## src/sv/modexp_pkg.sv

```systemverilog
// Package for the modular exponentiation block: field widths and
// configuration register codes. No dependencies.
package modexp_pkg;

   // fixed widths of the stream data and configuration address fields
   localparam int DATA_BITS = 32;
   localparam int CSR_ADDR_BITS = 1;

   typedef logic [CSR_ADDR_BITS-1:0] csr_addr_type;
   typedef logic [DATA_BITS-1:0] data_type;

   // configuration register indexes
   localparam csr_addr_type REG_MODULUS = 1'b0;
   localparam csr_addr_type REG_EXPONENT = 1'b1;

endpackage

```

## src/sv/modexp_mulmod.sv

```systemverilog
// Bit-serial modular multiplier: (a * b) mod m, one multiplier bit per cycle.
// Stand-alone, no package dependencies; used by modular_exponentiation.
module modexp_mulmod #(
   parameter int WORD_BITS = 32
) (
   input  logic                 clock,
   input  logic                 reset,
   input  logic                 start,
   input  logic [WORD_BITS-1:0] op_a,
   input  logic [WORD_BITS-1:0] op_b,
   input  logic [WORD_BITS-1:0] op_m,
   output logic                 done,
   output logic [WORD_BITS-1:0] product
);

   localparam int SUM_BITS = WORD_BITS + 2;
   localparam int CNT_BITS = $clog2(WORD_BITS);

   logic                 busy_ff, busy_in;
   logic                 done_ff, done_in;
   logic [CNT_BITS-1:0]  cnt_ff, cnt_in;
   logic [WORD_BITS-1:0] acc_ff, acc_in;
   logic [WORD_BITS-1:0] mult_ff, mult_in;

   logic [SUM_BITS-1:0]  sum;
   logic [SUM_BITS-1:0]  mod_one;
   logic [SUM_BITS-1:0]  mod_two;
   logic [SUM_BITS-1:0]  reduced;

   // one step: 2*acc + a*bit, below 3m, then fold back under m
   always_comb begin
      mod_one = {2'b00, op_m};
      mod_two = {1'b0, op_m, 1'b0};
      sum = {1'b0, acc_ff, 1'b0} + (mult_ff[WORD_BITS-1] ? {2'b00, op_a} : '0);
      if (sum >= mod_two) begin
         reduced = sum - mod_two;
      end else if (sum >= mod_one) begin
         reduced = sum - mod_one;
      end else begin
         reduced = sum;
      end
   end

   // step sequencing, multiplier bits consumed msb first
   always_comb begin
      busy_in = busy_ff;
      done_in = 1'b0;
      cnt_in = cnt_ff;
      acc_in = acc_ff;
      mult_in = mult_ff;
      if (busy_ff) begin
         acc_in = reduced[WORD_BITS-1:0];
         mult_in = {mult_ff[WORD_BITS-2:0], 1'b0};
         cnt_in = cnt_ff + 1'b1;
         if (cnt_ff == CNT_BITS'(WORD_BITS - 1)) begin
            busy_in = 1'b0;
            done_in = 1'b1;
         end
      end else if (start) begin
         busy_in = 1'b1;
         cnt_in = '0;
         acc_in = '0;
         mult_in = op_b;
      end
   end

   always_ff @(posedge clock) begin
      if (reset) begin
         busy_ff <= 1'b0;
         done_ff <= 1'b0;
         cnt_ff <= '0;
      end else begin
         busy_ff <= busy_in;
         done_ff <= done_in;
         cnt_ff <= cnt_in;
      end
      acc_ff <= acc_in;
      mult_ff <= mult_in;
   end

   assign done = done_ff;
   assign product = acc_ff;

endmodule

```

## src/sv/modular_exponentiation.sv

```systemverilog
// Modular exponentiation: for each beat, base^exponent mod modulus, with the
// base first reduced mod modulus. Exponent 0 gives 1; a modulus below 2 gives
// 0 and skips the products. One beat is worked at a time. All arithmetic runs
// through a single bit-serial modular multiplier with a registered start. A
// beat needs 1 + WORD_BITS + popcount(exponent) products. The result sits in
// an output register, so the next beat can start once the finished one has
// been stored. Depends on modexp_pkg and modexp_mulmod.
module modular_exponentiation #(
   parameter int WORD_BITS = 32
) (
   input  logic                        clock,
   input  logic                        reset,
   // request stream
   input  logic                        req_tvalid,
   output logic                        req_tready,
   input  modexp_pkg::data_type        req_tdata,  // [31:0] base_value
   input  logic                        req_tlast,  // end_of_message
   // response stream
   output logic                        rsp_tvalid,
   input  logic                        rsp_tready,
   output modexp_pkg::data_type        rsp_tdata,  // [31:0] power_value
   output logic                        rsp_tlast,  // end_of_message_res
   // configuration writes
   input  logic                        csr_wen,
   input  modexp_pkg::csr_addr_type    csr_addr,
   input  logic [WORD_BITS-1:0]        csr_wdata
);

   import modexp_pkg::*;

   localparam int CNT_BITS = $clog2(WORD_BITS);

   localparam logic [2:0] ST_IDLE   = 3'd0;
   localparam logic [2:0] ST_REDUCE = 3'd1;
   localparam logic [2:0] ST_SQUARE = 3'd2;
   localparam logic [2:0] ST_MULT   = 3'd3;
   localparam logic [2:0] ST_OUT    = 3'd4;

   logic [2:0]           state_ff, state_in;
   logic [WORD_BITS-1:0] modulus_ff, modulus_in;
   logic [WORD_BITS-1:0] exponent_ff, exponent_in;
   logic [WORD_BITS-1:0] base_ff, base_in;
   logic [WORD_BITS-1:0] acc_ff, acc_in;
   logic [CNT_BITS-1:0]  bit_ff, bit_in;
   logic                 last_ff, last_in;
   logic                 start_ff, start_in;
   logic                 rsp_valid_ff, rsp_valid_in;
   data_type             rsp_data_ff, rsp_data_in;
   logic                 rsp_last_ff, rsp_last_in;

   logic [WORD_BITS-1:0] mul_a;
   logic [WORD_BITS-1:0] mul_b;
   logic                 mul_done;
   logic [WORD_BITS-1:0] mul_product;
   logic                 out_free;

   // shared modular multiplier
   modexp_mulmod #(
      .WORD_BITS(WORD_BITS)
   ) u_mulmod (
      .clock  (clock),
      .reset  (reset),
      .start  (start_ff),
      .op_a   (mul_a),
      .op_b   (mul_b),
      .op_m   (modulus_ff),
      .done   (mul_done),
      .product(mul_product)
   );

   // operand selection per phase
   always_comb begin
      unique case (state_ff)
         ST_REDUCE: begin
            mul_a = WORD_BITS'(1);
            mul_b = base_ff;
         end
         ST_MULT: begin
            mul_a = acc_ff;
            mul_b = base_ff;
         end
         default: begin
            mul_a = acc_ff;
            mul_b = acc_ff;
         end
      endcase
   end

   // configuration write decode
   always_comb begin
      modulus_in = modulus_ff;
      exponent_in = exponent_ff;
      if (csr_wen) begin
         unique case (csr_addr)
            REG_MODULUS:  modulus_in = csr_wdata;
            REG_EXPONENT: exponent_in = csr_wdata;
            default: ;
         endcase
      end
   end

   assign req_tready = (state_ff == ST_IDLE);
   assign out_free = !rsp_valid_ff || rsp_tready;

   // square-and-multiply sequencer, exponent msb first
   always_comb begin
      state_in = state_ff;
      base_in = base_ff;
      acc_in = acc_ff;
      bit_in = bit_ff;
      last_in = last_ff;
      start_in = 1'b0;
      rsp_valid_in = rsp_valid_ff && !rsp_tready;
      rsp_data_in = rsp_data_ff;
      rsp_last_in = rsp_last_ff;
      unique case (state_ff)
         ST_IDLE: begin
            if (req_tvalid) begin
               base_in = WORD_BITS'(req_tdata);
               last_in = req_tlast;
               if (modulus_ff < WORD_BITS'(2)) begin
                  acc_in = '0;
                  state_in = ST_OUT;
               end else begin
                  start_in = 1'b1;
                  state_in = ST_REDUCE;
               end
            end
         end
         ST_REDUCE: begin
            if (mul_done) begin
               base_in = mul_product;
               acc_in = WORD_BITS'(1);
               bit_in = CNT_BITS'(WORD_BITS - 1);
               start_in = 1'b1;
               state_in = ST_SQUARE;
            end
         end
         ST_SQUARE: begin
            if (mul_done) begin
               acc_in = mul_product;
               if (exponent_ff[bit_ff]) begin
                  start_in = 1'b1;
                  state_in = ST_MULT;
               end else if (bit_ff == '0) begin
                  state_in = ST_OUT;
               end else begin
                  bit_in = bit_ff - 1'b1;
                  start_in = 1'b1;
                  state_in = ST_SQUARE;
               end
            end
         end
         ST_MULT: begin
            if (mul_done) begin
               acc_in = mul_product;
               if (bit_ff == '0) begin
                  state_in = ST_OUT;
               end else begin
                  bit_in = bit_ff - 1'b1;
                  start_in = 1'b1;
                  state_in = ST_SQUARE;
               end
            end
         end
         ST_OUT: begin
            if (out_free) begin
               rsp_valid_in = 1'b1;
               rsp_data_in = DATA_BITS'(acc_ff);
               rsp_last_in = last_ff;
               state_in = ST_IDLE;
            end
         end
         default: begin
            state_in = ST_IDLE;
         end
      endcase
   end

   always_ff @(posedge clock) begin
      if (reset) begin
         state_ff <= ST_IDLE;
         modulus_ff <= WORD_BITS'(2);
         exponent_ff <= WORD_BITS'(1);
         start_ff <= 1'b0;
         rsp_valid_ff <= 1'b0;
      end else begin
         state_ff <= state_in;
         modulus_ff <= modulus_in;
         exponent_ff <= exponent_in;
         start_ff <= start_in;
         rsp_valid_ff <= rsp_valid_in;
      end
      base_ff <= base_in;
      acc_ff <= acc_in;
      bit_ff <= bit_in;
      last_ff <= last_in;
      rsp_data_ff <= rsp_data_in;
      rsp_last_ff <= rsp_last_in;
   end

   assign rsp_tvalid = rsp_valid_ff;
   assign rsp_tdata = rsp_data_ff;
   assign rsp_tlast = rsp_last_ff;

endmodule
```

## config.mk

```make
export PLATFORM = sky130hd
export DESIGN_NAME = modular_exponentiation
export DESIGN_NICKNAME = d
export VERILOG_FILES = /design/src/sv/modexp_pkg.sv /design/src/sv/modexp_mulmod.sv /design/src/sv/modular_exponentiation.sv
export SDC_FILE = /design/constraint.sdc
export NUM_CORES = 1
export LEC_CHECK = 0
export ABC_AREA = 1
export BUFFER_PORTS_ARGS = -buffer_cell sky130_fd_sc_hd__buf_2
export CAP_MARGIN = 25
export CORE_ASPECT_RATIO = 2
export CORE_UTILIZATION = 30
export DETAILED_ROUTE_END_ITERATION = 10
export GPL_ROUTABILITY_DRIVEN = 0
export PLACE_DENSITY = 0.49
export SYNTH_ARGS = -nofsm -noshare
export SYNTH_HDL_FRONTEND = slang
export SYNTH_SLANG_ARGS = --single-unit
```

## constraint.sdc

```tcl
create_clock -name clock -period 6.1 [get_ports clock]
set_input_delay 0.915 -clock clock [delete_from_list [all_inputs] [get_ports clock]]
set_output_delay 0.915 -clock clock [all_outputs]
set_load 0.01 [all_outputs]
```

==> metrics.txt <==
# DRC 0; Slowest cell on crit path ha_1; root buffer cell clkbuf_16; GRT overflow 0; Area growth syn-to-layout 13.3%; antenna cell count 0; slowest stage delay, CP 430 ps; vias in the first global route 17.2k; Num CTS Buffers 24; relative slew slack 0.383; combined area of the multi-input logic cells 9200 um2; Top Ports 106; Sequential cell area 6530 um2; Setup Viol. Count Final 0; DR vias 16.3k; post-synthesis cell type count 51; first-pass detailed-route iteration total 5; Detail Route Antenna Nets 0; Vias per Instance 4.95; DIE HEIGHT 341 um; Post-Route WL 63,500 um; endpoint type of the worst setup path register; largest net degree at the start of global routing 65; Hold Path Class register to register; Placeable Area 56,900 um2; unrepaired setup endpoints after global routing false; Fmax achieved 0.175 GHz; DR WL/cell 19.3 um; cell mode on critical path nand2_1; Seq cells post-synth 243; Worst Path Required 6440 ps; CTS H-tree depth 1; synthesized net count 2,596; CTS max path bufs 3; first-pass GRT wire length 95,600 um; Initial Util 0.303; Max Cap Violations 0; total die area 58,500 um2; status finished clean; crit path max fanout 40; Worst-Margin Slew 925 ps; Post-Synthesis Cells 2,424; sequential area share after synthesis 0.378; fin crit share 0.935; Synth Warn # 0; CTS tree yes; GRT Util Overall 0.219; layout cells sized above 1 0.0959; DIE WIDTH 172 um; number of post-CTS setup repair buffers 0; Reg2Reg Setup Slack 400 ps; Synth Flop Type edfxtp_1; fin crit period 5700 ps; Final nets 2,689; skew final 41.1 ps; antenna violations before repair 1; CTS hold repair buffers 0; syn avg cell area 7.11 um2; Mapped Area 17,200 um2; DRT iter0 DRCs 827; CTS sink cnt 243; post-synthesis async set-or-reset flop share 0; post-detail-place hpwl 53,100 um; CP Launch Type register; total negative slack 0 ps; number of synthesized flops with an enable pin 166; clk_lat worst skew 590 ps; Max Slew Vio Count 0; CP Class register to register; Data arrival, critical path 6040 ps; fillcell total 6,154; final hold violation count 0; clock-pin slew on the worst setup and hold paths 70 ps; Row Count 124; number of buffers inserted by port buffering 105; Min Hold Slack 444 ps
==> cells in the final DEF, fill, tap and decap left out, drive strengths merged, types with 4 or more instances in the layout <==
| cell type | count |
|---|---|
| dfxtp | 77 |
| buf | 138 |
| o31ai | 30 |
| xnor2 | 20 |
| nand3b | 4 |
| ha | 98 |
| nand2 | 654 |
| nand4 | 24 |
| a21boi | 6 |
| xor2 | 45 |
| o22ai | 5 |
| clkbuf | 25 |
| or2 | 5 |
| nor4 | 8 |
| inv | 332 |
| nor3 | 20 |
| o21bai | 36 |
| o211ai | 6 |
| edfxtp | 166 |
| clkinv | 10 |
| o21ai | 140 |
| a21oi | 153 |
| nor2 | 362 |
| nand3 | 134 |
| o21a | 4 |
==> cells in the mapped netlist (3+ instances only) <==
cell type    n  area share
a21boi_0     5      0.0022
nand3_1    131       0.038
dfxtp_1     77       0.089
clkinv_1     6      0.0013
fa_1         3      0.0035
buf_1        3     0.00065
o21bai_1    36       0.016
o31ai_1     30       0.013
buf_2        7      0.0020
edfxtp_1   166        0.29
and3_1       3      0.0011
xor2_1      45       0.023
o211ai_1     6      0.0026
nand3b_1     4      0.0017
a22oi_1      3      0.0013
nor2_2       7      0.0025
nand2_2     17      0.0062
nand2_1    633        0.14
o21ai_1      6      0.0017
buf_4        9      0.0039
or2_2        4      0.0015
o21ai_0    134       0.039
a31oi_1      3      0.0011
nor4_1       7      0.0025
a21oi_2      7      0.0036
nor2_4       3      0.0020
nor2_1     352       0.077
nor3_1      18      0.0052
and2_1       3      0.0011
nand3_2      3      0.0017
o22ai_1      5      0.0018
o21a_1       4      0.0017
inv_2        9      0.0020
inv_1      315       0.069
ha_1        98       0.071
a21oi_1    146       0.042
clkbuf_1    51       0.011
nand2_4      4      0.0026
nand4_1     24      0.0087
xnor2_1     20       0.010
==> stage by stage <==
step,cells,instance area (um2),setup slack [ps],util
5_1_grt,3289,19500,8.59,0.343
6_report,3289,19500,396,0.343
3_5_place_dp,3247,18700,378,0.328
4_1_cts,3289,19500,317,0.343
3_3_place_gp,3247,18700,328,0.328
2_1_floorplan,2424,17200,1810,-
==> registers in the layout, summed over array words and instances (netlist names), 3 cells and up <==
name,cells
acc_ff,32
base_ff,32
exponent_ff,32
modulus_ff,32
rsp_tdata,32
u_mulmod.mult_ff,32
u_mulmod.product,32
bit_ff,5
u_mulmod.cnt_ff,5
state_ff,3
==> what timing repair did <==
item | CTS | global route
resized for setup | 0 | 4
hold endpoints to repair | 0 | 0
setup endpoints to repair | 0 | 32
==> cell families (layout without fill, tap and decap cells) <==
kind of cell | after synthesis | after routing | share of synthesized area
simple gates | 1219 | 1219 | 0.292
buf+inv | 401 | 510 | 0.0902
compound gates | 395 | 395 | 0.131
flops | 243 | 243 | 0.378
fa+ha+maj | 101 | 101 | 0.0746
xor+xnor | 65 | 65 | 0.0330
==> path summary, 6_finish.rpt <==
check / end / start / cells after the start
hold / removal: rsp_tlast / last_ff / 0
setup / recovery: u_mulmod.product[11] / state_ff[0] / 29
setup reg to reg: u_mulmod.product[11] / state_ff[0] / 29
hold reg to reg: rsp_tlast / last_ff / 0
==> layout make-up <==
cell class              count  share of cell area
multi-input cells        1780               0.471
flip-flops and latches    243               0.334
inverters                 330              0.0635
well taps                 756              0.0484
repair buffers            138              0.0409
clock buffers              25              0.0320
clock inverters            17             0.00993
==> routing by layer <==
layer,vias to the layer above,global-route usage,share of wire
li1,8084,-,-
met1,7485,0.183,0.32
met2,466,0.427,0.54
met3,234,0.0283,0.040
met4,0,0.206,0.11
met5,-,0,0
==> worst max-delay path: cells and delay by family, from the launching register on <==
| family | cells | cell delay, ps |
|---|---|---|
| AND/OR/NAND/NOR | 18 | 2670 |
| adder cells (fa/ha/maj) | 2 | 810 |
| buffers and inverters | 5 | 750 |
| flip-flops | 1 | 400 |
| XOR/XNOR | 1 | 400 |
| AO/OA/AOI/OAI | 3 | 380 |
Power is not shown: default switching activity piles up to over one toggle a cycle in this logic, so the estimate is an artifact.
